<file path="src/mia_pkg.sv">
// ----------------------------------------------------------------------------
// mia_pkg
// Operation codes and the result bundle shared by the MIPS32 integer ALU.
// ----------------------------------------------------------------------------
package mia_pkg;

    localparam int unsigned ImmBits   = 16;
    localparam logic [4:0]  ShamtMask = 5'h1f;

    typedef enum logic [4:0] {
        MODE_LUI   = 5'd0,
        MODE_OR    = 5'd1,
        MODE_ADDIU = 5'd2,
        MODE_ADDU  = 5'd3,
        MODE_XOR   = 5'd4,
        MODE_SLTIU = 5'd5,
        MODE_SLTU  = 5'd6,
        MODE_SLTI  = 5'd7,
        MODE_SRA   = 5'd8,
        MODE_ANDI  = 5'd9,
        MODE_SRLV  = 5'd10,
        MODE_SLLV  = 5'd11,
        MODE_XORI  = 5'd12,
        MODE_NOR   = 5'd13,
        MODE_AND   = 5'd14,
        MODE_SLT   = 5'd15,
        MODE_SUBU  = 5'd16,
        MODE_MOVN  = 5'd17,
        MODE_MOVZ  = 5'd18,
        MODE_ORI   = 5'd19,
        MODE_MULTU = 5'd20,
        MODE_MULT  = 5'd21,
        MODE_SRL   = 5'd22,
        MODE_SLL   = 5'd23,
        MODE_SRAV  = 5'd24
    } mode_t;

    typedef struct packed {
        logic [31:0] dest_value;
        logic        dest_write;
        logic [31:0] hi_value;
        logic [31:0] lo_value;
        logic        hilo_write;
    } alu_result_t;

endpackage

</file>
<file path="src/mips32_integer_alu.sv">
// ----------------------------------------------------------------------------
// mips32_integer_alu
// MIPS32 integer execute stage with stream input and output.
// ----------------------------------------------------------------------------
// Each item is one instruction: an operation code on s_tuser and two operands
// on s_tdata. The block takes one item per cycle. An input register feeds the
// ALU and 33x33 multiplier, whose outputs land in a result register that
// drives m_tvalid, m_tdata and m_tuser. While a finished result waits for
// m_tready the input register can still take one more item; with both
// registers full s_tready drops until m_tready returns. Operation codes 25
// to 31 return a result with every field zero.
module mips32_integer_alu
    import mia_pkg::*;
(
    input  logic         clk,
    input  logic         rst_n,
    input  logic         s_tvalid,
    output logic         s_tready,
    input  logic [63:0]  s_tdata,   // operand_a[31:0], operand_b[63:32]
    input  logic [7:0]   s_tuser,   // mode[4:0], zero[7:5]
    output logic         m_tvalid,
    input  logic         m_tready,
    output logic [95:0]  m_tdata,   // dest_value[31:0], hi_value[63:32], lo_value[95:64]
    output logic [7:0]   m_tuser    // dest_write[0], hilo_write[1], zero[7:2]
);

    logic        in_valid_reg;
    logic [4:0]  mode_reg;
    logic [31:0] operand_a_reg;
    logic [31:0] operand_b_reg;

    logic        out_valid_reg;
    alu_result_t result_reg;
    alu_result_t result_next;

    logic        out_advance;
    logic        in_advance;

    assign out_advance = !out_valid_reg || m_tready;
    assign in_advance  = !in_valid_reg || out_advance;
    assign s_tready    = in_advance;

    always_ff @(posedge clk or negedge rst_n)
    begin
        if (!rst_n)
        begin
            in_valid_reg  <= 1'b0;
            out_valid_reg <= 1'b0;
        end
        else
        begin
            if (in_advance)
            begin
                in_valid_reg <= s_tvalid;
            end
            if (out_advance)
            begin
                out_valid_reg <= in_valid_reg;
            end
        end
    end

    always_ff @(posedge clk)
    begin
        if (s_tvalid && in_advance)
        begin
            mode_reg      <= s_tuser[4:0];
            operand_a_reg <= s_tdata[31:0];
            operand_b_reg <= s_tdata[63:32];
        end
        if (in_valid_reg && out_advance)
        begin
            result_reg <= result_next;
        end
    end

    mia_exec u_exec (
        .mode      (mode_t'(mode_reg)),
        .operand_a (operand_a_reg),
        .operand_b (operand_b_reg),
        .result    (result_next)
    );

    assign m_tvalid = out_valid_reg;
    assign m_tdata  = {result_reg.lo_value, result_reg.hi_value, result_reg.dest_value};
    assign m_tuser  = {6'd0, result_reg.hilo_write, result_reg.dest_write};

    // a result never writes both the general register and HI/LO
    assert property (@(posedge clk) disable iff (!rst_n)
        m_tvalid |-> !(m_tuser[0] && m_tuser[1]))
        else $error("dest_write and hilo_write both set");

    // HI/LO stay zero unless a multiply writes them
    assert property (@(posedge clk) disable iff (!rst_n)
        (m_tvalid && !m_tuser[1]) |-> (m_tdata[95:32] == 64'd0))
        else $error("hi/lo nonzero without hilo_write");

    // destination value stays zero when not written
    assert property (@(posedge clk) disable iff (!rst_n)
        (m_tvalid && !m_tuser[0]) |-> (m_tdata[31:0] == 32'd0))
        else $error("dest_value nonzero without dest_write");

    // an empty input register always takes an item
    assert property (@(posedge clk) disable iff (!rst_n)
        !in_valid_reg |-> s_tready)
        else $error("input stage empty but not ready");

    // a stalled result holds while a queued item waits behind it
    assert property (@(posedge clk) disable iff (!rst_n)
        (out_valid_reg && !m_tready && in_valid_reg) |=> (in_valid_reg && out_valid_reg))
        else $error("item lost under output stall");

endmodule

</file>
<file path="src/mia_exec.sv">
// ----------------------------------------------------------------------------
// mia_exec
// Combinational execute logic: one operation on two 32-bit operands.
// ----------------------------------------------------------------------------
module mia_exec
    import mia_pkg::*;
(
    input  mode_t       mode,
    input  logic [31:0] operand_a,
    input  logic [31:0] operand_b,
    output alu_result_t result
);

    logic [31:0]        imm_sext;
    logic [31:0]        imm_zext;
    logic [4:0]         shamt;
    logic               mul_signed;
    logic signed [65:0] product;

    assign imm_sext   = {{(32 - ImmBits){operand_b[ImmBits-1]}}, operand_b[ImmBits-1:0]};
    assign imm_zext   = {{(32 - ImmBits){1'b0}}, operand_b[ImmBits-1:0]};
    assign shamt      = operand_b[4:0] & ShamtMask;
    assign mul_signed = (mode == MODE_MULT);

    // one 33x33 signed multiplier serves both mult and multu
    assign product = $signed({mul_signed & operand_a[31], operand_a})
                   * $signed({mul_signed & operand_b[31], operand_b});

    always_comb
    begin
        result            = '0;
        result.dest_write = 1'b1;
        case (mode)
            MODE_LUI:   result.dest_value = {operand_b[ImmBits-1:0], {ImmBits{1'b0}}};
            MODE_OR:    result.dest_value = operand_a | operand_b;
            MODE_ADDIU: result.dest_value = operand_a + imm_sext;
            MODE_ADDU:  result.dest_value = operand_a + operand_b;
            MODE_XOR:   result.dest_value = operand_a ^ operand_b;
            MODE_SLTIU: result.dest_value = {31'd0, operand_a < imm_sext};
            MODE_SLTU:  result.dest_value = {31'd0, operand_a < operand_b};
            MODE_SLTI:  result.dest_value = {31'd0, $signed(operand_a) < $signed(imm_sext)};
            MODE_SRA:   result.dest_value = 32'($signed(operand_a) >>> shamt);
            MODE_ANDI:  result.dest_value = operand_a & imm_zext;
            MODE_SRLV:  result.dest_value = operand_a >> shamt;
            MODE_SLLV:  result.dest_value = operand_a << shamt;
            MODE_XORI:  result.dest_value = operand_a ^ imm_zext;
            MODE_NOR:   result.dest_value = ~(operand_a | operand_b);
            MODE_AND:   result.dest_value = operand_a & operand_b;
            MODE_SLT:   result.dest_value = {31'd0, $signed(operand_a) < $signed(operand_b)};
            MODE_SUBU:  result.dest_value = operand_a - operand_b;
            MODE_MOVN:
            begin
                result.dest_write = (operand_b != 32'd0);
                result.dest_value = result.dest_write ? operand_a : 32'd0;
            end
            MODE_MOVZ:
            begin
                result.dest_write = (operand_b == 32'd0);
                result.dest_value = result.dest_write ? operand_a : 32'd0;
            end
            MODE_ORI:   result.dest_value = operand_a | imm_zext;
            MODE_MULTU, MODE_MULT:
            begin
                result.dest_write = 1'b0;
                result.hi_value   = product[63:32];
                result.lo_value   = product[31:0];
                result.hilo_write = 1'b1;
            end
            MODE_SRL:   result.dest_value = operand_a >> shamt;
            MODE_SLL:   result.dest_value = operand_a << shamt;
            MODE_SRAV:  result.dest_value = 32'($signed(operand_a) >>> shamt);
            // undefined codes write nothing
            default:    result.dest_write = 1'b0;
        endcase
    end

endmodule

</file>
<file path="config.mk">
export PLATFORM = sky130hd
export DESIGN_NAME = mips32_integer_alu
export DESIGN_NICKNAME = d
export VERILOG_FILES = /design/src/mia_pkg.sv /design/src/mips32_integer_alu.sv /design/src/mia_exec.sv
export SDC_FILE = /design/constraint.sdc
export NUM_CORES = 2
export LEC_CHECK = 0
export BUFFER_PORTS_ARGS = -buffer_cell sky130_fd_sc_hd__clkbuf_2
export CORE_AREA = 2 2 326 328
export DETAILED_ROUTE_END_ITERATION = 8
export DIE_AREA = 0 0 328 330
export PLACE_DENSITY = 0.66
export SETUP_SLACK_MARGIN = 0.3
export SYNTH_ARGS = -nofsm -noshare
export SYNTH_HDL_FRONTEND = slang
export SYNTH_SLANG_ARGS = --single-unit
</file>
<file path="constraint.sdc">
create_clock -name clk -period 18.15 [get_ports clk]
set_clock_uncertainty 0.1 [all_clocks]
set_input_delay 1.815 -clock clk [delete_from_list [all_inputs] [get_ports clk]]
set_output_delay 1.815 -clock clk [all_outputs]
set_load 0.03 [all_outputs]
</file>
# ---- Yosys cells after proc, flatten, opt, wreduce, memory -nomap -nowiden
# Index checks and enable logic that the tools add are counted.
dict set report classes {
  add_sub_neg 3
  n_mul 1
  magnitude_cmp 4
  eq_ne 24
  n_shift 3
  mux 5
  bitwise 9
  n_reduce_logical 14
}
# op n
set ops {}
lappend ops {{one-hot mux 32 bit (20 select lines)} 1}
lappend ops {{< comparator 32 bit} 3}
lappend ops {{adder 32 bit} 2}
lappend ops {{multiplier 33 x 33 -> 64 bit} 1}
lappend ops {{two-way mux 32 bit} 2}
lappend ops {{== test 5 bit, second input constant} 9}
lappend ops {{== test 5 x 4 -> 1 bit, second input constant} 8}
lappend ops {{AND 32 x 16 -> 32 bit} 1}
lappend ops {{AND 32 bit} 1}
lappend ops {{zero test 32 bit} 1}
lappend ops {{< comparator 32 x 16 -> 1 bit} 1}
lappend ops {{inverter 32 bit} 1}
lappend ops {{OR 32 x 16 -> 32 bit} 1}
lappend ops {{OR 32 bit} 1}
lappend ops {{nonzero test 32 bit} 1}
lappend ops {{left shift 32 x 5 -> 32 bit} 1}
lappend ops {{>> shifter 32 x 5 -> 32 bit} 1}
lappend ops {{>>> shifter 32 x 5 -> 32 bit} 1}
lappend ops {{subtractor 32 bit} 1}
lappend ops {{XOR 32 x 16 -> 32 bit} 1}
lappend ops {{XOR 32 bit} 1}
lappend ops {{OR reduction 21 bit} 1}
lappend ops {{== test 5 x 3 -> 1 bit, second input constant} 4}
lappend ops {{== test 5 x 2 -> 1 bit, second input constant} 2}
lappend ops {{9 further kinds} 16}
dict set report totals {
  register_bits 169
  inputBits 76
  output_inout_bits 106
  wordCells 73
}

# ---- Logic depth before layout (Yosys ltp)
dict set report logic_depth {
  depth_word 4
  mapped_depth 36
  depth_no_buf 32
}

# ---- Cells and area by module
# From an unflattened synthesis, not the netlist that was laid out.
dict set report unflattened {
  hier_cells 5866
  area_unflattened_um2 51979.9
}
# mod instances cells_each area_each_um2
set modules_own_cells {}
lappend modules_own_cells {mia_exec 1 5684 46812.4}
lappend modules_own_cells {mips32_integer_alu 1 182 5167.5}

# ---- Worst setup path before layout
# Ideal clock, no wire load.
dict set report synth_timing {
  path_type {reg2reg}
  start {register mode_reg[2]}
  end {register result_reg, in the netlist m_tdata[62], data pin}
  setup_ns 0.260
  arrival_ns 8.595
  required_time_ns 17.790
  slack_ns 9.194
  path_stages_with_launch 33
  synth_period_minus_slack_ns 8.956
  cell_sequence {edfxtp_1 > clkbuf_1 > nand2_1 > or3_1 > clkbuf_1 > inv_1 > nand2_1 > nor2_1 > clkbuf_1 > nand2_1 > inv_1 > fa_1 > inv_1 > fa_1 > inv_1 > fa_1 > fa_1 > inv_1 > fa_1 > fa_1 > fa_1 > fa_1 > inv_1 > ha_1 > a21o_1 > a21o_1 > a21oi_1 > nor2b_1 > o21ai_0 > nand2b_1 > a2111oi_0 > a21oi_1 > mux2i_1}
}
dict set report synth_between {
  elab_chain_cells 3
  elab_cells_between_ends 6
  classes_between {mul (1); eq/ne (2); bitwise (2); reduce/logical (1)}
}
# element line
set synth_lines {}
lappend synth_lines {{from (decl)} mips32_integer_alu.sv:28} ;# logic [4:0] mode_reg;
lappend synth_lines {{from (signal assigned)} mips32_integer_alu.sv:67} ;# mode_reg <= s_tuser[4:0];
lappend synth_lines {{== test 5 bit} {mia_exec.sv:23, mia_exec.sv:33}}
lappend synth_lines {{AND 1 bit, on equally long branches} {mia_exec.sv:26, mia_exec.sv:27}}
lappend synth_lines {{multiplier 33 x 33 -> 64 bit} mia_exec.sv:27} ;# * $signed({mul_signed & operand_b[31], operand_b});
lappend synth_lines {{to (signal assigned)} mips32_integer_alu.sv:73} ;# result_reg <= result_next;
lappend synth_lines {{to (decl)} mips32_integer_alu.sv:33} ;# alu_result_t result_reg;
# Parallel ways exist; a longest one is shown, timed or not.
# A chain may end at the register's enable or synchronous reset.

# ---- Final worst setup path
dict set report layout_timing {
  start {register mode_reg[4]}
  end {register result_reg, in the netlist m_tdata[61], data pin}
}
# Same word-level chain as after synthesis.

==> metrics list <==
- In this run the worst hold path is classified as reg2reg.
- CP startpoint kind: flop
- STA classifies the critical path endpoint as a flop.
* Per-instance average area after synthesis: approximately 8.8 um2
- Number of placement rows: 119
* Root buffer cell: clkbuf_16
* CTS H-tree depth: 4
- Placeable Area: about 100000 um2
* Summed negative setup slack over all endpoints: 0 ns
- The number of hold violations in the final report came to 0.
* Top library cells by usage in the layout, fill and taps aside: 1242 x inv_1, 1127 x fa_1, 803 x nand2_1
- By startpoint and endpoint, the worst setup path is classified as reg2reg.
- After routing the design area is around 55000 um2.
- At the worst endpoint, the arrival time is 10.95 ns.
* Proportion of synthesized chip area in sequential cells: 0.0974
* HPWL after detailed placement: approximately 140000 um
* Max Transition Viols Final: 0
* Post-Place Worst Slack: about 7.3 ns
* Number of ports placed on the die boundary: 182
- In this run, synthesis inferred 167 flip-flops with an integrated enable.
- Setup violations remaining at the end of the flow were counted as 0.
* GRT met1 Usage: 0.445
- WL/cell: around 25 um
* Num Clock Sinks: ~170
* Unrepaired setup endpoints after global routing: no
- The number of global-route vias before repair was approximately 45k.
- Global-route wire length before repair: about 280000 um
- For this run, global-route usage on met3 was measured as 0.0718.
- For this configuration, the core starts out at a cell density of 0.497.
- After technology mapping, the gate count stands at 5899.
- Global route hottest layer: met2
* Clock latency at the later pin of the worst-skew pair: between 0.5 and 0.6 ns
* Flip-flop count of the largest register after layout: between 90 and 100
- For this run, the post-layout net count is 7429.
- Number of hold-repair buffers added at the cts stage: 0
* Top cell type by total area after synthesis: fa_1
* Final worst path period need: between 10 and 15 ns
- Wires add up to 183000 um.
- Chip Height: ~330 um
- Final global-route overflow total: 0
- Register-to-register path setup slack: 7.35 ns
* Post-detailed-route count of antenna-violating nets: 0
* Count of different cell masters after synthesis: 90
* Drt drc: 0
- All-layer global routing usage: 0.351
* Count of TritonRoute iterations in the first routing pass: 6
- Outcome: complete, no violations
- After clock tree synthesis, the repair step resized 0 gates.
- Setup fix buffers added after clock tree synthesis: 0
- Fraction of synthesis flops using an asynchronous set or reset pin: 0.0118
- Synth Warn #: 0
- TritonCTS clock tree: done
- Area growth from synthesis to layout: 5.43%
- Most common cell after layout, fill and taps aside: inv_1
- Area fraction of the dominant cell type after synthesis: 0.434
* Final worst-path cycle share: 0.595
- DIE AREA: 108000 um2
- Max Cap Viol: 0
- Worst path setup slack after routing: about 7.3 ns
- Rel. slew slack: 0.231
- Largest fanout on the critical path: 22
- Initial antenna violation count: 6
* Maximum clock frequency: 92.6 MHz
- Top post-synthesis cells by area: fa_1 43%, edfxtp_1 9.6%, inv_1 9.0%
- Horizontal die dimension: 328 um
* Clock-pin slew on the worst setup and hold paths: 0.07 ns
- Routability Congestion: 1.03
- Of the cells placed in the final design, the portion with a size suffix greater than 1 is 0.0677.
- Top flip-flop cell by instance count after synthesis: edfxtp_1
- The synthesized design contains 169 register bits.
- Initial DRC count: around 4.2k
* Least-Margin Pin Slew: about 1.1 ns
- Global Route met2 Usage: 0.560
- Pin count of the biggest net entering global routing: between 100 and 150
- Once placement finished, the instance area stood at around 54000 um2.
- The routed layout has about 43k vias.
* Maximum number of buffers from clock root to sink: 2
- Buffers on Ports: 172
- Number of buffers created by CTS: 17
* Area of the mapped netlist: 52000 um2
- In the routed layout, each cell is associated on average with a via count of around 6.
- For the worst setup path, the data required time is 18.29 ns.
[through the flow]
stage / utilization / instances / hold slack, ns
floorplan: - / 5904 / 0.349
global placement: 0.518 / 7242 / 0.373
detailed placement: 0.518 / 7242 / 0.393
CTS: 0.524 / 7274 / 0.408
global route: 0.524 / 7274 / 0.435
finish: 0.524 / 7275 / 0.401
[critical path: stages, from the launching register on]
cell and delay (ns):
edfxtp_1 0.70, nand2_1 0.17, or3_2 0.69, inv_1 0.15, buf_4 0.45, nand3_1 0.20, inv_1 0.16, fa_1 0.51
fa_1 0.58, fa_1 0.67, inv_1 0.33, fa_1 0.64, fa_1 0.45, fa_1 0.57, fa_1 0.43, fa_1 0.52
inv_1 0.05, ha_1 0.40, nand4_1 0.23, nor3_1 0.36, nand2_1 0.15, o41ai_2 0.81, o21ai_0 0.37, o21ai_1 0.40
mux2i_1 0.22, o311ai_0 0.17
[cells by family (layout without fill, tap and decap cells)]
family	after synthesis	in the layout	share of synthesized area
compound gates	764	764	0.0980
xor+xnor	96	96	0.0162
fa+ha+maj	1483	1483	0.519
buf+inv	1608	1587	0.117
flops	169	169	0.0974
mux	87	87	0.0181
other cells	1	7	0.0000721
simple gates	1691	1691	0.134
[cell usage after synthesis (all sizes together) (43+ instances only)]
cell type and n:
nor3 57, fa 1127, nor2 614, ha 356
mux2i 65, inv 1247, nand2 803, clkbuf 266
buf 85, nand3 43, o21ai 181, xnor2 75
a21oi 208, edfxtp 167, a21o 62
[metal layers]
layer / up-vias / part of all wire
li1: 18109 / -
met1: 21990 / 0.37
met2: 2472 / 0.46
met3: 607 / 0.10
met4: 4 / 0.070
met5: - / 0.00013
[final timing paths]
| path | from | end | cells after the start |
|---|---|---|---|
| max | mode_reg[4]$_DFFE_PP_ | m_tdata[61]$_SDFFCE_PN0P_ | 25 |
| min | in_valid_reg$_DFFE_PN0N_ | m_tvalid$_DFFE_PN0P_ | 1 |
| max reg2reg | mode_reg[4]$_DFFE_PP_ | m_tdata[61]$_SDFFCE_PN0P_ | 25 |
| min reg2reg | in_valid_reg$_DFFE_PN0N_ | m_tvalid$_DFFE_PN0P_ | 1 |
| max in group asynchronous | rst_n | in_valid_reg$_DFFE_PN0N_ | 1 |
| min in group asynchronous | rst_n | m_tvalid$_DFFE_PN0P_ | 1 |
[final cells by class]
class | count | area [um2]
Antenna cell | 1 | 2.50
Clock buffer | 19 | 433
Clock inverter | 13 | 134
Fill cell | 9735 | 49800
Inverter | 1257 | 4720
Multi-Input combinational cell | 4127 | 40900
Sequential cell | 169 | 5060
Tap cell | 1391 | 1740
Timing Repair Buffer | 298 | 1820
Power is not shown: default switching activity piles up to over one toggle a cycle in this logic, so the estimate is an artifact.
